### src/rtl/core/aip_pkg.sv
// Shared types, constants and character classification for the ASCII integer parser.
package aip_pkg;

    localparam int VALUE_WIDTH_DEF = 32;
    localparam int COUNT_WIDTH_DEF = 16;
    localparam int QUEUE_DEPTH     = 2;

    localparam int CHAR_W  = 8;
    localparam int BASE_W  = 6;
    localparam int INC_W   = 2;
    localparam int CFG_IDX_W = 1;

    localparam logic [CFG_IDX_W-1:0] REG_NUMBER_BASE = 1'd0;
    localparam logic [CFG_IDX_W-1:0] REG_SIGNED_MODE = 1'd1;

    localparam logic [BASE_W-1:0] BASE_RESET  = 6'd10;
    localparam logic [BASE_W-1:0] BASE_AUTO   = 6'd0;
    localparam logic [BASE_W-1:0] BASE_BIN    = 6'd2;
    localparam logic [BASE_W-1:0] BASE_OCT    = 6'd8;
    localparam logic [BASE_W-1:0] BASE_DEC    = 6'd10;
    localparam logic [BASE_W-1:0] BASE_HEX    = 6'd16;
    localparam logic [BASE_W-1:0] BASE_MAX    = 6'd36;
    localparam logic [BASE_W-1:0] NO_DIGIT    = 6'h3F;

    localparam logic [CHAR_W-1:0] CHAR_SPACE   = 8'h20;
    localparam logic [CHAR_W-1:0] CHAR_TAB     = 8'h09;
    localparam logic [CHAR_W-1:0] CHAR_CR      = 8'h0D;
    localparam logic [CHAR_W-1:0] CHAR_PLUS    = 8'h2B;
    localparam logic [CHAR_W-1:0] CHAR_MINUS   = 8'h2D;
    localparam logic [CHAR_W-1:0] CHAR_ZERO    = 8'h30;
    localparam logic [CHAR_W-1:0] CHAR_NINE    = 8'h39;
    localparam logic [CHAR_W-1:0] CHAR_UP_A    = 8'h41;
    localparam logic [CHAR_W-1:0] CHAR_UP_Z    = 8'h5A;
    localparam logic [CHAR_W-1:0] CHAR_LO_A    = 8'h61;
    localparam logic [CHAR_W-1:0] CHAR_LO_Z    = 8'h7A;
    localparam logic [CHAR_W-1:0] CHAR_UP_X    = 8'h58;
    localparam logic [CHAR_W-1:0] CHAR_LO_X    = 8'h78;
    localparam logic [CHAR_W-1:0] CHAR_UP_B    = 8'h42;
    localparam logic [CHAR_W-1:0] CHAR_LO_B    = 8'h62;
    localparam logic [CHAR_W-1:0] UP_LETTER_OFS = 8'd55;
    localparam logic [CHAR_W-1:0] LO_LETTER_OFS = 8'd87;

    typedef enum logic [2:0] {
        PH_SPACE,
        PH_SIGNED,
        PH_ZERO,
        PH_PREFIX,
        PH_DIGITS
    } phase_t;

    typedef struct packed {
        logic [BASE_W-1:0] digit;
        logic              is_space;
        logic              is_plus;
        logic              is_minus;
        logic              is_zero;
        logic              is_x;
        logic              is_b;
    } class_t;

    function automatic class_t classify(input logic [CHAR_W-1:0] c);
        class_t r;
        r.digit = NO_DIGIT;
        if (c inside {[CHAR_ZERO:CHAR_NINE]})
        begin
            r.digit = BASE_W'(c - CHAR_ZERO);
        end
        else if (c inside {[CHAR_UP_A:CHAR_UP_Z]})
        begin
            r.digit = BASE_W'(c - UP_LETTER_OFS);
        end
        else if (c inside {[CHAR_LO_A:CHAR_LO_Z]})
        begin
            r.digit = BASE_W'(c - LO_LETTER_OFS);
        end
        r.is_space = (c == CHAR_SPACE) || (c inside {[CHAR_TAB:CHAR_CR]});
        r.is_plus  = (c == CHAR_PLUS);
        r.is_minus = (c == CHAR_MINUS);
        r.is_zero  = (c == CHAR_ZERO);
        r.is_x     = (c == CHAR_LO_X) || (c == CHAR_UP_X);
        r.is_b     = (c == CHAR_LO_B) || (c == CHAR_UP_B);
        return r;
    endfunction

endpackage

### src/rtl/core/aip_front.sv
// Front stage: accept characters and register their classification.
module aip_front
(
    input  logic                  clk,
    input  logic                  rst_n,
    input  logic                  s_tvalid,
    output logic                  s_tready,
    input  logic [7:0]            s_tdata,   // char_code
    output logic                  cls_valid,
    input  logic                  cls_ready,
    output aip_pkg::class_t       cls_item
);

    logic            valid_reg;
    logic            valid_next;
    aip_pkg::class_t item_reg;

    assign s_tready  = !valid_reg || cls_ready;
    assign cls_valid = valid_reg;
    assign cls_item  = item_reg;

    always_comb
    begin
        valid_next = valid_reg;
        if (s_tready)
        begin
            valid_next = s_tvalid;
        end
    end

    always_ff @(posedge clk or negedge rst_n)
    begin
        if (!rst_n)
        begin
            valid_reg <= 1'b0;
        end
        else
        begin
            valid_reg <= valid_next;
        end
    end

    always_ff @(posedge clk)
    begin
        if (s_tready && s_tvalid)
        begin
            item_reg <= aip_pkg::classify(s_tdata);
        end
    end

endmodule

### src/rtl/core/aip_fifo.sv
// Short queue between the front and back stages.
module aip_fifo
#(
    parameter int WIDTH = 12,
    parameter int DEPTH = aip_pkg::QUEUE_DEPTH
)
(
    input  logic             clk,
    input  logic             rst_n,
    input  logic             in_valid,
    output logic             in_ready,
    input  logic [WIDTH-1:0] in_data,
    output logic             out_valid,
    input  logic             out_ready,
    output logic [WIDTH-1:0] out_data
);

    localparam int PTR_W = (DEPTH > 1) ? $clog2(DEPTH) : 1;
    localparam int CNT_W = $clog2(DEPTH + 1);
    localparam logic [PTR_W-1:0] PTR_LAST = PTR_W'(DEPTH - 1);
    localparam logic [CNT_W-1:0] CNT_FULL = CNT_W'(DEPTH);

    logic [WIDTH-1:0] mem_reg [DEPTH];
    logic [PTR_W-1:0] wr_ptr_reg, wr_ptr_next;
    logic [PTR_W-1:0] rd_ptr_reg, rd_ptr_next;
    logic [CNT_W-1:0] count_reg, count_next;
    logic             push;
    logic             pop;

    assign in_ready  = (count_reg != CNT_FULL);
    assign out_valid = (count_reg != '0);
    assign out_data  = mem_reg[rd_ptr_reg];
    assign push      = in_valid && in_ready;
    assign pop       = out_valid && out_ready;

    always_comb
    begin
        wr_ptr_next = wr_ptr_reg;
        rd_ptr_next = rd_ptr_reg;
        count_next  = count_reg;
        if (push)
        begin
            wr_ptr_next = (wr_ptr_reg == PTR_LAST) ? '0 : wr_ptr_reg + 1'b1;
        end
        if (pop)
        begin
            rd_ptr_next = (rd_ptr_reg == PTR_LAST) ? '0 : rd_ptr_reg + 1'b1;
        end
        if (push && !pop)
        begin
            count_next = count_reg + 1'b1;
        end
        else if (pop && !push)
        begin
            count_next = count_reg - 1'b1;
        end
    end

    always_ff @(posedge clk or negedge rst_n)
    begin
        if (!rst_n)
        begin
            wr_ptr_reg <= '0;
            rd_ptr_reg <= '0;
            count_reg  <= '0;
        end
        else
        begin
            wr_ptr_reg <= wr_ptr_next;
            rd_ptr_reg <= rd_ptr_next;
            count_reg  <= count_next;
        end
    end

    always_ff @(posedge clk)
    begin
        if (push)
        begin
            mem_reg[wr_ptr_reg] <= in_data;
        end
    end

    a_count_bound: assert property (@(posedge clk) disable iff (!rst_n)
        count_reg <= CNT_FULL)
        else $error("queue count beyond depth");

    a_ptr_gap: assert property (@(posedge clk) disable iff (!rst_n)
        (count_reg == '0) |-> (wr_ptr_reg == rd_ptr_reg))
        else $error("empty queue with pointers apart");

    a_pop_count: assert property (@(posedge clk) disable iff (!rst_n)
        (pop && !push) |=> (count_reg == $past(count_reg) - 1'b1))
        else $error("pop did not lower count");

endmodule

### src/rtl/core/aip_back.sv
// Back stage: parse state machine, digit accumulation and result register.
module aip_back
#(
    parameter int VALUE_WIDTH = aip_pkg::VALUE_WIDTH_DEF,
    parameter int COUNT_WIDTH = aip_pkg::COUNT_WIDTH_DEF
)
(
    input  logic                               clk,
    input  logic                               rst_n,
    input  logic [aip_pkg::BASE_W-1:0]         number_base,
    input  logic                               signed_mode,
    input  logic                               cls_valid,
    output logic                               cls_ready,
    input  aip_pkg::class_t                    cls_item,
    output logic                               m_tvalid,
    input  logic                               m_tready,
    output logic [VALUE_WIDTH-1:0]             res_value,
    output logic [COUNT_WIDTH-1:0]             res_count,
    output logic                               res_overflowed,
    output logic                               res_found
);

    localparam int BW     = aip_pkg::BASE_W;
    localparam int PROD_W = VALUE_WIDTH + BW + 1;
    localparam logic [VALUE_WIDTH-1:0] HALF    = {1'b1, {(VALUE_WIDTH-1){1'b0}}};
    localparam logic [VALUE_WIDTH-1:0] HALF_M1 = {1'b0, {(VALUE_WIDTH-1){1'b1}}};
    localparam logic [VALUE_WIDTH-1:0] ALL_ONE = {VALUE_WIDTH{1'b1}};

    aip_pkg::phase_t          phase_reg, phase_next;
    logic                     neg_reg;
    logic [VALUE_WIDTH-1:0]   acc_reg;
    logic                     ovf_reg;
    logic                     seen_reg;
    logic [BW-1:0]            base_reg;
    logic [COUNT_WIDTH-1:0]   cnt_reg;

    logic                     out_valid_reg;
    logic [VALUE_WIDTH-1:0]   out_value_reg;
    logic [COUNT_WIDTH-1:0]   out_count_reg;
    logic                     out_ovf_reg;
    logic                     out_found_reg;

    logic                     pop;
    logic                     base_special;
    logic                     zero_pfx;
    logic [BW-1:0]            first_base;
    logic                     first_ok;
    logic                     cont_ok;
    logic                     hex_pfx;
    logic                     bin_pfx;

    logic                     act_take;
    logic                     act_finish;
    logic                     act_clear;
    logic                     act_seen;
    logic                     act_set_base;
    logic [BW-1:0]            act_base;
    logic                     act_set_neg;
    logic [aip_pkg::INC_W-1:0] act_inc;
    logic [BW-1:0]            eff_base;

    logic [PROD_W-1:0]        prod;
    logic [PROD_W-1:0]        lim;
    logic [VALUE_WIDTH-1:0]   lim_v;
    logic [COUNT_WIDTH:0]     cnt_sum;
    logic [COUNT_WIDTH-1:0]   cnt_new;
    logic [VALUE_WIDTH-1:0]   fin_value;

    assign pop       = cls_valid && (!out_valid_reg || m_tready);
    assign cls_ready = !out_valid_reg || m_tready;

    assign base_special = (number_base == aip_pkg::BASE_AUTO)
                       || (number_base == aip_pkg::BASE_HEX)
                       || (number_base == aip_pkg::BASE_BIN);
    assign zero_pfx = cls_item.is_zero && base_special;

    always_comb
    begin
        if (number_base == aip_pkg::BASE_AUTO)
        begin
            first_base = aip_pkg::BASE_DEC;
        end
        else if (number_base inside {[aip_pkg::BASE_BIN:aip_pkg::BASE_MAX]})
        begin
            first_base = number_base;
        end
        else
        begin
            first_base = '0;
        end
    end

    assign first_ok = (cls_item.digit < first_base);
    assign cont_ok  = (cls_item.digit < base_reg);
    assign hex_pfx  = cls_item.is_x && ((number_base == aip_pkg::BASE_AUTO)
                                     || (number_base == aip_pkg::BASE_HEX));
    assign bin_pfx  = cls_item.is_b && ((number_base == aip_pkg::BASE_AUTO)
                                     || (number_base == aip_pkg::BASE_BIN));

    always_comb
    begin
        phase_next = phase_reg;
        case (phase_reg)
            aip_pkg::PH_SPACE, aip_pkg::PH_SIGNED:
            begin
                if (phase_reg == aip_pkg::PH_SPACE && cls_item.is_space)
                begin
                    phase_next = aip_pkg::PH_SPACE;
                end
                else if (phase_reg == aip_pkg::PH_SPACE
                         && (cls_item.is_plus || cls_item.is_minus))
                begin
                    phase_next = aip_pkg::PH_SIGNED;
                end
                else if (zero_pfx)
                begin
                    phase_next = aip_pkg::PH_ZERO;
                end
                else if (first_ok)
                begin
                    phase_next = aip_pkg::PH_DIGITS;
                end
                else
                begin
                    phase_next = aip_pkg::PH_SPACE;
                end
            end
            aip_pkg::PH_ZERO:
            begin
                if (hex_pfx || bin_pfx)
                begin
                    phase_next = aip_pkg::PH_PREFIX;
                end
                else if (cont_ok)
                begin
                    phase_next = aip_pkg::PH_DIGITS;
                end
                else
                begin
                    phase_next = aip_pkg::PH_SPACE;
                end
            end
            aip_pkg::PH_PREFIX, aip_pkg::PH_DIGITS:
            begin
                phase_next = cont_ok ? aip_pkg::PH_DIGITS : aip_pkg::PH_SPACE;
            end
            default:
            begin
                phase_next = aip_pkg::PH_SPACE;
            end
        endcase
    end

    always_comb
    begin
        act_take     = 1'b0;
        act_finish   = 1'b0;
        act_clear    = 1'b0;
        act_seen     = 1'b0;
        act_set_base = 1'b0;
        act_base     = base_reg;
        act_set_neg  = 1'b0;
        act_inc      = '0;
        eff_base     = base_reg;
        case (phase_reg)
            aip_pkg::PH_SPACE, aip_pkg::PH_SIGNED:
            begin
                if (phase_reg == aip_pkg::PH_SPACE && cls_item.is_space)
                begin
                    act_inc = 2'd1;
                end
                else if (phase_reg == aip_pkg::PH_SPACE
                         && (cls_item.is_plus || cls_item.is_minus))
                begin
                    act_inc     = 2'd1;
                    act_set_neg = 1'b1;
                end
                else if (zero_pfx)
                begin
                    act_inc      = 2'd1;
                    act_seen     = 1'b1;
                    act_set_base = 1'b1;
                    act_base     = (number_base == aip_pkg::BASE_AUTO)
                                 ? aip_pkg::BASE_OCT : number_base;
                end
                else if (first_ok)
                begin
                    act_take     = 1'b1;
                    act_inc      = 2'd1;
                    act_set_base = 1'b1;
                    act_base     = first_base;
                    eff_base     = first_base;
                end
                else
                begin
                    act_finish = 1'b1;
                end
            end
            aip_pkg::PH_ZERO:
            begin
                if (hex_pfx)
                begin
                    act_set_base = 1'b1;
                    act_base     = aip_pkg::BASE_HEX;
                end
                else if (bin_pfx)
                begin
                    act_set_base = 1'b1;
                    act_base     = aip_pkg::BASE_BIN;
                end
                else if (cont_ok)
                begin
                    act_take = 1'b1;
                    act_inc  = 2'd1;
                end
                else
                begin
                    act_finish = 1'b1;
                end
            end
            aip_pkg::PH_PREFIX:
            begin
                if (cont_ok)
                begin
                    act_take = 1'b1;
                    act_inc  = 2'd2;
                end
                else
                begin
                    act_finish = 1'b1;
                end
            end
            aip_pkg::PH_DIGITS:
            begin
                if (cont_ok)
                begin
                    act_take = 1'b1;
                    act_inc  = 2'd1;
                end
                else
                begin
                    act_finish = 1'b1;
                end
            end
            default:
            begin
                act_clear = 1'b1;
            end
        endcase
    end

    always_comb
    begin
        if (!signed_mode)
        begin
            lim_v = ALL_ONE;
        end
        else
        begin
            lim_v = neg_reg ? HALF : HALF_M1;
        end
    end

    assign lim  = PROD_W'(lim_v);
    assign prod = PROD_W'(acc_reg) * PROD_W'(eff_base) + PROD_W'(cls_item.digit);

    assign cnt_sum = {1'b0, cnt_reg} + (COUNT_WIDTH+1)'(act_inc);
    assign cnt_new = cnt_sum[COUNT_WIDTH] ? {COUNT_WIDTH{1'b1}} : cnt_sum[COUNT_WIDTH-1:0];

    always_comb
    begin
        if (!seen_reg)
        begin
            fin_value = '0;
        end
        else if (ovf_reg)
        begin
            fin_value = lim_v;
        end
        else if (neg_reg)
        begin
            fin_value = {VALUE_WIDTH{1'b0}} - acc_reg;
        end
        else
        begin
            fin_value = acc_reg;
        end
    end

    always_ff @(posedge clk or negedge rst_n)
    begin
        if (!rst_n)
        begin
            phase_reg     <= aip_pkg::PH_SPACE;
            neg_reg       <= 1'b0;
            acc_reg       <= '0;
            ovf_reg       <= 1'b0;
            seen_reg      <= 1'b0;
            base_reg      <= '0;
            cnt_reg       <= '0;
            out_valid_reg <= 1'b0;
        end
        else
        begin
            if (m_tready)
            begin
                out_valid_reg <= 1'b0;
            end
            if (pop)
            begin
                phase_reg <= phase_next;
                if (act_finish || act_clear)
                begin
                    neg_reg  <= 1'b0;
                    acc_reg  <= '0;
                    ovf_reg  <= 1'b0;
                    seen_reg <= 1'b0;
                    base_reg <= '0;
                    cnt_reg  <= '0;
                end
                else
                begin
                    cnt_reg <= cnt_new;
                    if (act_seen || act_take)
                    begin
                        seen_reg <= 1'b1;
                    end
                    if (act_set_base)
                    begin
                        base_reg <= act_base;
                    end
                    if (act_set_neg)
                    begin
                        neg_reg <= cls_item.is_minus;
                    end
                    if (act_take && !ovf_reg)
                    begin
                        if (prod > lim)
                        begin
                            ovf_reg <= 1'b1;
                        end
                        else
                        begin
                            acc_reg <= prod[VALUE_WIDTH-1:0];
                        end
                    end
                end
                if (act_finish)
                begin
                    out_valid_reg <= 1'b1;
                end
            end
        end
    end

    always_ff @(posedge clk)
    begin
        if (pop && act_finish)
        begin
            out_value_reg <= fin_value;
            out_count_reg <= seen_reg ? cnt_reg : '0;
            out_ovf_reg   <= seen_reg && ovf_reg;
            out_found_reg <= seen_reg;
        end
    end

    assign m_tvalid       = out_valid_reg;
    assign res_value      = out_value_reg;
    assign res_count      = out_count_reg;
    assign res_overflowed = out_ovf_reg;
    assign res_found      = out_found_reg;

    a_empty_result: assert property (@(posedge clk) disable iff (!rst_n)
        (out_valid_reg && !out_found_reg)
        |-> (out_value_reg == '0 && out_count_reg == '0 && !out_ovf_reg))
        else $error("result without digits is not all zero");

    a_prefix_base: assert property (@(posedge clk) disable iff (!rst_n)
        (phase_reg == aip_pkg::PH_PREFIX)
        |-> (base_reg == aip_pkg::BASE_HEX || base_reg == aip_pkg::BASE_BIN))
        else $error("prefix phase with wrong radix");

    a_zero_seen: assert property (@(posedge clk) disable iff (!rst_n)
        (phase_reg == aip_pkg::PH_ZERO) |-> seen_reg)
        else $error("leading zero not counted as digit");

    a_ovf_seen: assert property (@(posedge clk) disable iff (!rst_n)
        ovf_reg |-> seen_reg)
        else $error("overflow without digits");

endmodule

### src/rtl/core/ascii_integer_parser_top.sv
// Top level of the streaming ASCII integer parser.
// Throughput: one character per cycle, sustained, while the result side keeps up.
// The ending character passes the front register and queue; the result register drives m_tvalid.
// The front register and a two-entry queue let input and parse state stall separately.
// The digit step is one multiply-accumulate with range check per cycle that pops a character.
// Reset (rst_n low, asynchronous) clears all control state; number_base is 10, signed_mode is 1.
module ascii_integer_parser_top
#(
    parameter int VALUE_WIDTH = aip_pkg::VALUE_WIDTH_DEF,
    parameter int COUNT_WIDTH = aip_pkg::COUNT_WIDTH_DEF
)
(
    input  logic                                  clk,
    input  logic                                  rst_n,
    input  logic                                  s_tvalid,
    output logic                                  s_tready,
    input  logic [7:0]                            s_tdata,   // char_code
    output logic                                  m_tvalid,
    input  logic                                  m_tready,
    // value, consumed_count, zero fill
    output logic [((VALUE_WIDTH+COUNT_WIDTH+7)/8)*8-1:0] m_tdata,
    output logic [1:0]                            m_tuser,   // overflowed, found_digits
    input  logic                                  cfg_valid,
    output logic                                  cfg_ready,
    input  logic [aip_pkg::CFG_IDX_W-1:0]         cfg_index,
    input  logic [aip_pkg::BASE_W-1:0]            cfg_data
);

    localparam int DATA_W = ((VALUE_WIDTH + COUNT_WIDTH + 7) / 8) * 8;
    localparam int PAD_W  = DATA_W - VALUE_WIDTH - COUNT_WIDTH;
    localparam int ITEM_W = $bits(aip_pkg::class_t);

    logic [aip_pkg::BASE_W-1:0] base_reg;
    logic                       signed_reg;

    logic            f_valid, f_ready;
    aip_pkg::class_t f_item;
    logic            q_valid, q_ready;
    logic [ITEM_W-1:0] q_data;
    logic [ITEM_W-1:0] f_data;

    logic [VALUE_WIDTH-1:0] res_value;
    logic [COUNT_WIDTH-1:0] res_count;
    logic                   res_overflowed;
    logic                   res_found;

    assign cfg_ready = 1'b1;

    always_ff @(posedge clk or negedge rst_n)
    begin
        if (!rst_n)
        begin
            base_reg   <= aip_pkg::BASE_RESET;
            signed_reg <= 1'b1;
        end
        else if (cfg_valid)
        begin
            case (cfg_index)
                aip_pkg::REG_NUMBER_BASE: base_reg   <= cfg_data;
                aip_pkg::REG_SIGNED_MODE: signed_reg <= cfg_data[0];
                default:                  base_reg   <= base_reg;
            endcase
        end
    end

    aip_front u_front
    (
        .clk       (clk),
        .rst_n     (rst_n),
        .s_tvalid  (s_tvalid),
        .s_tready  (s_tready),
        .s_tdata   (s_tdata),
        .cls_valid (f_valid),
        .cls_ready (f_ready),
        .cls_item  (f_item)
    );

    assign f_data = f_item;

    aip_fifo
    #(
        .WIDTH (ITEM_W),
        .DEPTH (aip_pkg::QUEUE_DEPTH)
    )
    u_fifo
    (
        .clk       (clk),
        .rst_n     (rst_n),
        .in_valid  (f_valid),
        .in_ready  (f_ready),
        .in_data   (f_data),
        .out_valid (q_valid),
        .out_ready (q_ready),
        .out_data  (q_data)
    );

    aip_back
    #(
        .VALUE_WIDTH (VALUE_WIDTH),
        .COUNT_WIDTH (COUNT_WIDTH)
    )
    u_back
    (
        .clk            (clk),
        .rst_n          (rst_n),
        .number_base    (base_reg),
        .signed_mode    (signed_reg),
        .cls_valid      (q_valid),
        .cls_ready      (q_ready),
        .cls_item       (aip_pkg::class_t'(q_data)),
        .m_tvalid       (m_tvalid),
        .m_tready       (m_tready),
        .res_value      (res_value),
        .res_count      (res_count),
        .res_overflowed (res_overflowed),
        .res_found      (res_found)
    );

    generate
        if (PAD_W > 0)
        begin : g_pad
            assign m_tdata = {{PAD_W{1'b0}}, res_count, res_value};
        end
        else
        begin : g_nopad
            assign m_tdata = {res_count, res_value};
        end
    endgenerate

    assign m_tuser = {res_found, res_overflowed};

endmodule

### config.mk
export PLATFORM = sky130hd
export DESIGN_NAME = ascii_integer_parser_top
export DESIGN_NICKNAME = d
export VERILOG_FILES = /design/src/rtl/core/aip_pkg.sv /design/src/rtl/core/aip_front.sv /design/src/rtl/core/aip_fifo.sv /design/src/rtl/core/aip_back.sv /design/src/rtl/core/ascii_integer_parser_top.sv
export SDC_FILE = /design/constraint.sdc
export NUM_CORES = 1
export LEC_CHECK = 0
export ABC_AREA = 1
export BUFFER_PORTS_ARGS = -buffer_cell sky130_fd_sc_hd__buf_2
export CORE_ASPECT_RATIO = 1.2
export CORE_MARGIN = 4
export CORE_UTILIZATION = 60
export CTS_CLUSTER_SIZE = 24
export DETAILED_ROUTE_END_ITERATION = 12
export GPL_TIMING_DRIVEN = 0
export PLACE_DENSITY = 0.84
export SYNTH_ARGS = -nofsm -noshare
export SYNTH_HDL_FRONTEND = slang
export SYNTH_SLANG_ARGS = --single-unit
export TNS_END_PERCENT = 50
### constraint.sdc
create_clock -name clk -period 9.4 [get_ports clk]
set_input_delay 1.41 -clock clk [delete_from_list [all_inputs] [get_ports clk]]
set_output_delay 1.41 -clock clk [all_outputs]
set_load 0.01 [all_outputs]
# ---- Word-level counts from Yosys, hierarchy flattened
# Memory sizes are Yosys's and may differ from the RTL's.
# Index checks and enable logic that the tools add are counted.
dict set report totals {
  word_cells 215
  register_bits 135
  out_inout_bits 53
  in_bits 20
  n_memories 1
  ram_bits 24
}
dict set report classes {
  mul 1
  bitwise_logic 1
  n_eq_ne 19
  n_lt_le_gt_ge 13
  muxes 90
  n_reduce_logical 55
  addsub 10
}
# name depth word_bits rd rd_clocked_by_memory_dff write_ports line_no
set memory_table {}
lappend memory_table {u_fifo.mem_reg 2 12 1 0 1 aip_fifo.sv:23} ;# logic [WIDTH-1:0] mem_reg [DEPTH];
# operator count
set op_table {}
lappend op_table {{$mux 32} 7}
lappend op_table {{$mux 6} 18}
lappend op_table {{$mux 1} 43}
lappend op_table {{$add 38x6->39} 1}
lappend op_table {{$gt 39x32->1} 1}
lappend op_table {{$mul 32x6->38} 1}
lappend op_table {{$eq 8x6->1 const B} 4}
lappend op_table {{$eq 8x7->1 const B} 4}
lappend op_table {{$mux 16} 2}
lappend op_table {{$sub 1x32->32 const A} 1}
lappend op_table {{$logic_and 1x1->1} 18}
lappend op_table {{$mux 3} 6}
lappend op_table {{$add 16x2->17} 1}
lappend op_table {{$ge 8x7->1 const B} 2}
lappend op_table {{$le 8x7->1 const B} 2}
lappend op_table {{$mux 2} 8}
lappend op_table {{$reduce_bool 2->1} 7}
lappend op_table {{$logic_or 1x1->1} 12}
lappend op_table {{$lt 6x6->1} 2}
lappend op_table {{$pmux 6 s2} 1}
lappend op_table {{$sub 6x6->6 const B} 2}
lappend op_table {{$pmux 3 s3} 1}
lappend op_table {{$ge 8x4->1 const B} 1}
lappend op_table {{$ge 8x6->1 const B} 1}
lappend op_table {{30 further kinds} 43}

# ---- Longest topological paths before layout
# Gate-level depths: netlist (run 1).
dict set report depth {
  ltp_word 16
  mapped_depth 53
  mapped_depth_nobuf 51
}

# ---- Modules after synthesis
# Synthesis (run 1) repeated with hierarchy kept, for this count alone.
dict set report unflattened {
  hier_cells 2182
  area_unflattened_um2 16656.0
}
# mod area_per_inst_um2 cells_per_inst n_inst seq_area_each_um2
set by_module_without_submodules {}
lappend by_module_without_submodules {aip_back 14207.4 1931 1 3027.9}
lappend by_module_without_submodules {aip_fifo 1119.8 91 1 820.8}
lappend by_module_without_submodules {aip_front 1009.7 124 1 385.4}
lappend by_module_without_submodules {ascii_integer_parser_top 319.1 36 1 178.9}

# ---- Worst setup path after synthesis (run 1)
# OpenSTA, ideal clock, no wires.
dict set report synth_timing {
  kind {register -> register}
  startpoint {register u_fifo.rd_ptr_reg}
  endpoint {register u_back.acc_reg[0]}
  arrival_time_ns 7.596
  stages_incl_launch_ff 46
  synth_period_minus_slack_ns 7.663
  n_path_buf 3
  t_required_ns 9.334
  setup_time_ns 0.066
  setup_slack_ns 1.737
  path_cell_list {dfrtp_1 buf_6 inv_2 or2_2 o21ai_0 inv_1 ha_1 a21oi_1 nor2_1 a211oi_1 nand2_2 o21ai_0 nand3_1 nand2_1 buf_4 nor2_1 fa_1 inv_1 [10 not listed] nand2_1 a21oi_1 o21ai_0 nand3_1 nand2_1 xor2_1 ha_1 nand2_1 o21bai_1 a21oi_1 nor4_1 nand2_1 nand2_1 nand2_1 nand2_1 clkbuf_1 nand4_1 nand2_1}
}
dict set report synth_via {
  elab_chain_cells 12
  elab_cells_between_ends 41
  cone_classes {add/sub (1); mul (1); order compare (3); eq/ne (1); mux (24); reduce/logical (10); memory (1)}
}
# item line_no
set synth_lines {}
lappend synth_lines {{start: declaration} aip_fifo.sv:25} ;# logic [PTR_W-1:0] rd_ptr_reg, rd_ptr_next;
lappend synth_lines {{start signal: assignment} aip_fifo.sv:70} ;# rd_ptr_reg <= rd_ptr_next;
lappend synth_lines {{$mem_v2 2x12 *} n/a}
lappend synth_lines {{$lt 6x6->1} aip_back.sv:93} ;# assign first_ok = (cls_item.digit < first_base);
lappend synth_lines {{$mux 6} aip_back.sv:186} ;# else if (first_ok)
lappend synth_lines {{$mux 6} aip_back.sv:178} ;# else if (zero_pfx)
lappend synth_lines {{$mux 6} aip_back.sv:172} ;# else if (phase_reg == aip_pkg::PH_SPACE
lappend synth_lines {{$mux 6} aip_back.sv:168} ;# if (phase_reg == aip_pkg::PH_SPACE && cls_item.is_space)
lappend synth_lines {{$mux 6} aip_back.sv:165} ;# case (phase_reg)
lappend synth_lines {{$mul 32x6->38} aip_back.sv:265} ;# assign prod = PROD_W'(acc_reg) * PROD_W'(eff_base) + PROD_W'(cls_item.digit);
lappend synth_lines {{$add 38x6->39} aip_back.sv:265}
lappend synth_lines {{$gt 39x32->1 or $mux 32 (tied branches)} aip_back.sv:338} ;# if (prod > lim)
lappend synth_lines {{$ne 2x1->1 (no line) or $mux 32 (tied branches)} n/a}
lappend synth_lines {{$reduce_and 3->1 (no line) or $mux 32 (tied branches)} n/a}
lappend synth_lines {{end signal: assignment} aip_back.sv:344} ;# acc_reg <= prod[VALUE_WIDTH-1:0];
lappend synth_lines {{end: declaration} aip_back.sv:31} ;# logic [VALUE_WIDTH-1:0] acc_reg;
# Every way passes the cells marked *; elsewhere a longest branch is shown, timed or not. The select of a mux whose other input is x is not followed.
# A chain may end at the register's enable or synchronous reset.

# ---- Worst setup path after layout (run 1)
dict set report layout_timing {
  startpoint {register u_fifo.rd_ptr_reg}
  endpoint {register u_back.acc_reg[16]}
}
# The elaborated chain is that of the path after synthesis.

==> metrics.txt, run 1 <==
status=finished clean; # diodes=0; non-filler instance count after layout=2632; ys flop type=edfxtp_1; Post-synth EDFFs=86; H-Tree Depth=4; pin count of the biggest net entering global routing=63; TritonCTS clock tree=built; Die Wd=161 um; maxcap violations=0; syn nets=2440; most frequent CP cell=nand2_1; arrival time at the worst endpoint=9.14 ns; ys async rst share=45.9%; min Tclk post-route=8.78 ns; cell count after placement=2599; GR Util All Layers=31.6%; chip height=191 um; Ports=73; total gr overflow=0; CP max stage cell=fa_1; first-pass GRT wire length=77.4 mm; CP startpoint kind=register; final setup fails=0; clock sink total=159; Rel. slew slack=27.2%; core box area=0.0273 mm2; Yosys Warn Count=0; PwrDens=349 mW/mm2; final cycle utilization of the critical path=93.4%; Leak Pwr=9.51 nW; # DRC=0; skew final=0.0166 ns; router iterations before antenna repair=7; # port buffers=70; post-synth design cell area=0.0168 mm2; maximum net fanout on the critical path=10; fin. max-slew vios=0; Routed wire per std cell=18.3 um; fillers=2236; row count=66; vias in the first global route=15149; WP data required=9.76 ns; Area growth syn-to-layout=9.10%; Fmax=114 MHz; initial antenna violation count=0; DP HPWL=37.9 mm; Synth Instances=2153; # nets final=2532; Max VDD drop=0.000209 V; Hold Vio Cnt, Final=0; post-route cell area=0.0183 mm2; layout cell share with drive strength beyond 1=12.0%; Mean Syn Cell Area=7.80 um2; crit end category=register; post-synth top area share=15.4%; Hold Path Class=reg -> reg; cts hold-fix bufs=0; final wirelength=48.0 mm; clock-pin transition on the worst setup and hold timing paths=0.07 ns; Tot Pwr=6.39 mW; mean number of vias per cell=5.86; starting density of the core=61.4%; die area=0.0307 mm2; sequential cell area fraction in the yosys report=26.3%; Yosys cell types=54; Slew @ Worst Pin=1.09 ns; TNS Setup=0 ns; area leader, netlist=edfxtp_1; area of the multi-input gates=0.0107 mm2; CTS root buf=clkbuf_16; total area of sequential cells=0.00441 mm2; CP max stage delay=0.54 ns; Post-DRT Antenna Nets=0; GP Congestion=1.02; number of CTS-inserted buffers=17; DP Area=0.0177 mm2; clock tree buffer depth=2; #FFs+latches synth=159; routed via count=15420; Synth area leaders=edfxtp_1, fa_1, ha_1; WS Path Type=reg -> reg; clk_lat worst skew=0.45 ns; DRT iter0 DRCs=1577
[metal layers]
metal  GRT usage, %  up-vias  wire, um
met5              0        -         0
met1           37.1     7198     17200
met3           4.98      233      3540
li1               -     7150         -
met4           18.9        0      3520
met2           54.7      839     23800
[per-stage QoR]
step | util (%) | worst slack, ns | hold WS [ns]
3_3_place_gp | 64.4 | -0.00191 | 0.423
4_1_cts | 66.9 | 0.115 | 0.446
5_1_grt | 67.0 | -0.00803 | 0.465
6_report | 67.0 | 0.624 | 0.440
3_5_place_dp | 64.6 | -0.200 | 0.434
2_1_floorplan | - | 1.74 | 0.421
[logic make-up after synthesis]
logic type               Yosys count  synth area share (%)
AND/OR/NAND/NOR                 1041                  28.5
multiplexers                       2                 0.119
XOR/XNOR                          38                  1.98
flip-flops                       159                  26.3
other                              1                0.0223
buffers and inverters            412                  10.0
adder cells (fa/ha/maj)          267                  25.5
AO/OA/AOI/OAI                    233                  7.59
[timing repair]
action	CTS	global route
gates cloned	0	0
pin swaps	0	2
endpoints found under the hold margin	0	0
resized for setup	4	9
setup buffers	0	1
setup endpoints to repair	31	33
[path summary, 6_finish.rpt]
kind                                                 from                         endpoint  slack (ns)  cells after the start
max in group asynchronous                           rst_n          base_reg[3]$_DFFE_PN1P_        7.95                      2
min                        u_front.cls_item[11]$_DFFE_PP_  u_fifo.mem_reg[1][11]$_DFFE_PP_        0.44                      0
max reg2reg                 u_fifo.rd_ptr_reg$_DFFE_PN0P_   u_back.acc_reg[16]$_DFFE_PN0P_        0.62                     45
min reg2reg                u_front.cls_item[11]$_DFFE_PP_  u_fifo.mem_reg[1][11]$_DFFE_PP_        0.44                      0
min in group asynchronous                           rst_n   u_back.acc_reg[12]$_DFFE_PN0P_        0.81                      1
max                         u_fifo.rd_ptr_reg$_DFFE_PN0P_   u_back.acc_reg[16]$_DFFE_PN0P_        0.62                     45
[worst max-delay path: cells and delay by family, from the launching register on]
kind            cells  cell delay (ns)
fa+ha+maj           7             3.03
compound gates      8             1.33
buf+inv            10             1.14
flops               1             0.35
simple gates       19             2.63
xor+xnor            1             0.22
[synth_stat cells, types with 5 or more instances]
master,count
xor2_1,23
buf_2,13
nor2_1,238
inv_1,318
ha_1,142
buf_6,9
nor4_1,7
edfxtp_1,86
o21ai_0,72
nand3_1,174
nor3_1,19
nand2_2,19
or2_2,8
nand3b_1,5
buf_4,15
o22ai_1,8
o21bai_1,8
clkbuf_1,32
fa_1,125
nor2_2,19
nand3_2,39
o21ai_1,6
nand4_1,48
nand2_1,449
a21oi_1,115
dfrtp_1,70
inv_2,17
xnor2_1,15
[area by class of cell]
| cell class | count | area share (%) |
|---|---|---|
| multi-input cells | 1582 | 58.5 |
| repair buffers | 73 | 2.23 |
| well taps | 374 | 2.55 |
| clock buffers | 20 | 2.62 |
| flip-flops and latches | 159 | 24.1 |
| clock inverters | 12 | 0.738 |
| plain buffers | 73 | 2.28 |
| inverters | 339 | 6.95 |
[layout by cell type (no fill, tap or decap), types with 5 or more instances in the layout]
cell and n:
nor3_1 19, nor4_1 7, inv_2 17, nand4_1 48, xor2_1 23, or2_2 8, nand2_2 20, nand3_1 174
o21ai_1 6, ha_1 142, o21bai_1 8, o21ai_0 68, clkbuf_1 32, xnor2_1 15, nand3b_1 5, nor2_2 19
edfxtp_1 86, o21ai_2 7, dfrtp_1 70, a21oi_1 114, clkbuf_16 19, nand2_1 448, inv_1 318, nand3_2 39
inv_6 5, buf_2 81, buf_6 9, fa_1 125, buf_4 17, o22ai_1 8, nor2_1 237
[report_power, final]
group / total [mW] / internal [mW] / switching, mW / leakage [nW]
Clock: 0.732 / 0.407 / 0.325 / 0.300
Sequential: 1.16 / 1.03 / 0.131 / 1.77
Combinational: 4.49 / 1.40 / 3.09 / 7.44
No activity file was read; power rests on OpenSTA's default activity.
==> run 2, diff against run 1 <==
--- a/config.mk
+++ b/config.mk
@@ -9,11 +9,11 @@
 export BUFFER_PORTS_ARGS = -buffer_cell sky130_fd_sc_hd__buf_2
 export CORE_ASPECT_RATIO = 1.2
 export CORE_MARGIN = 4
-export CORE_UTILIZATION = 60
+export CORE_UTILIZATION = 44
 export CTS_CLUSTER_SIZE = 24
 export DETAILED_ROUTE_END_ITERATION = 12
 export GPL_TIMING_DRIVEN = 0
-export PLACE_DENSITY = 0.84
+export PLACE_DENSITY = 0.66
 export SYNTH_ARGS = -nofsm -noshare
 export SYNTH_HDL_FRONTEND = slang
 export SYNTH_SLANG_ARGS = --single-unit
==> run 2 against run 1 <==
Global-route usage decreased by 8.5 points. Fmax shrank 0.92%. Critical path depth up 2. Combinational power barely moved. Non-clock buffer count is 1 lower. Setup slack worse by 0.082 ns. Utilization fell by 18 points. Total power shrank 1.1%. First-iteration DRC count shrank 29%. Register-to-register slack got worse by 0.08 ns. Clock skew fell by 0.0021 ns. Routed wire length up 0.37%.
==> metrics.txt, run 2 (synthesis results as in run 1) <==
status=finished clean; row count=78 (+18%); most frequent cells in the layout=nand2_1, inv_1, nor2_1; Area growth syn-to-layout=9.67%; clk_lat worst skew=0.43 ns (-0.02 ns); DP Area=0.0178 mm2 (+0.75%); Post-DRT Antenna Nets=0 (unchanged); skew final=0.0145 ns (-0.00212 ns); # port buffers=70 (unchanged); Hold Vio Cnt, Final=0 (unchanged); pin count of the biggest net entering global routing=63 (unchanged); fin. max-slew vios=0 (unchanged); first-pass GRT wire length=77.2 mm (-0.24%); post-route cell area=0.0184 mm2 (+0.52%); final wirelength=48.2 mm (+0.37%); Rel. slew slack=24.0% (-3.2 points); GP Congestion=0.944 (-7.3%); mean number of vias per cell=5.47 (-6.6%); WP data required=9.76 ns (about the same); cts hold-fix bufs=0 (unchanged); clock sink total=159 (unchanged); clock tree buffer depth=2 (unchanged); final setup fails=0 (unchanged); Ports=73 (unchanged); final cycle utilization of the critical path=94.2% (+0.87 points); chip height=222 um (+16%); most frequent CP cell=nand2_1; CP startpoint kind=register; Hold Path Class=reg -> reg; number of CTS-inserted buffers=17 (unchanged); layout cell share with drive strength beyond 1=11.9% (-0.083 points); commonest non-fill, non-tap cell in the layout=nand2_1; TritonCTS clock tree=built; maxcap violations=0 (unchanged); # DRC=0 (unchanged); router iterations before antenna repair=5 (-2); Tot Pwr=6.32 mW (-1.1%); core box area=0.0378 mm2 (+38%); DRT iter0 DRCs=1116 (-29%); Leak Pwr=9.49 nW (-0.26%); CTS root buf=clkbuf_16; Slew @ Worst Pin=1.14 ns (+0.0481 ns); WS Path Type=reg -> reg; total gr overflow=0 (unchanged); CP max stage delay=0.54 ns (about the same); Fmax=113 MHz (-0.92%); routed via count=14977 (-2.9%); die area=0.0414 mm2 (+35%); Max VDD drop=0.000194 V (-7.0%); crit end category=register; GR Util All Layers=23.1% (-8.5 points); Die Wd=186 um (+16%); # diodes=0 (unchanged); Hold WS=0.446 ns (+0.00601 ns); starting density of the core=44.5% (-17 points); maximum net fanout on the critical path=10 (unchanged); # nets final=2531 (-0.039%); arrival time at the worst endpoint=9.22 ns (+0.08 ns); non-filler instance count after layout=2737 (+4.0%); Routed wire per std cell=17.6 um (-3.5%); CP max stage cell=fa_1; H-Tree Depth=4 (unchanged); fin util=48.7% (-18 points); DP HPWL=39.5 mm (+4.1%); vias in the first global route=14823 (-2.2%); initial antenna violation count=0 (unchanged); unrepaired setup endpoints after global routing=no; postcts setup bufs=0 (unchanged); PwrDens=343 mW/mm2 (-1.6%); min Tclk post-route=8.86 ns (+0.0816 ns); clock-pin transition on the worst setup and hold timing paths=0.06 ns (about the same); cell count after placement=2705 (+4.1%)
run 2: changes by cell type in the layout (fill, tap and decap cells not counted), sizes merged:
cell      change
buf           -1
clkinvlp      +1
inv           -5
clkinv        +2
bufinv        +1
clkbuf        +1
run 2: area by class of cell:
cell class / instances / area (um2)
Buffer: 73 / 418
Clock buffer: 21 / 450
Clock inverter: 11 / 131
Fill cell: 3713 / 19400
Inverter: 339 / 1270
Multi-Input combinational cell: 1582 / 10700
Sequential cell: 159 / 4410
Tap cell: 480 / 601
Timing Repair Buffer: 72 / 400
run 2: worst paths after layout:
check                                                   start                              to  slack [ns]  depth (start not counted)
worst max register to register  u_fifo.rd_ptr_reg$_DFFE_PN0P_   u_back.acc_reg[8]$_DFFE_PN0P_        0.54                         47
worst max-delay path            u_fifo.rd_ptr_reg$_DFFE_PN0P_   u_back.acc_reg[8]$_DFFE_PN0P_        0.54                         47
min in group asynchronous                               rst_n  u_back.acc_reg[12]$_DFFE_PN0P_        0.82                          1
worst min register to register  u_front.cls_item[8]$_DFFE_PP_  u_fifo.mem_reg[1][8]$_DFFE_PP_        0.45                          0
max in group asynchronous                               rst_n          signed_reg$_DFFE_PN1P_        7.93                          2
worst min-delay path            u_front.cls_item[8]$_DFFE_PP_  u_fifo.mem_reg[1][8]$_DFFE_PP_        0.45                          0
run 2: what timing repair did:
action	in CTS	in global routing
pin swaps	0	0
hold endpoints to repair	0	0
resized for setup	5	9
setup endpoints to repair	31	33
run 2: worst max-delay path, delay by kind of cell, from the launching register on:
family / cells / cell delay, ns
DFF: 1 / 0.34
AOI/OAI and AO/OA: 9 / 1.35
adders and majority gates: 7 / 2.98
xor gates and xnor gates: 1 / 0.23
buffers and inverters: 10 / 1.13
and+or+nand+nor: 20 / 2.72
run 2: stage by stage:
| step | worst slack (ns) | TNS [ns] |
|---|---|---|
| floorplan | 1.74 | 0 |
| global placement | -0.216 | -1.31 |
| detailed placement | -0.307 | -3.66 |
| CTS | 0.0381 | 0 |
| global route | 0.0274 | 0 |
| finish | 0.542 | 0 |
run 2: per-layer routing:
| layer | vias up | GRT usage (%) | part of all wire (%) |
|---|---|---|---|
| li1 | 7148 | - | - |
| met1 | 7137 | 27.7 | 39 |
| met2 | 549 | 40.1 | 49 |
| met3 | 143 | 2.83 | 5.0 |
| met4 | 0 | 13.2 | 6.4 |
| met5 | - | 0 | 0 |
run 2: where the power goes:
group	total, mW	switching, mW	internal (mW)
Sequential	1.16	0.128	1.03
Clock	0.698	0.297	0.402
Combinational	4.46	3.06	1.40
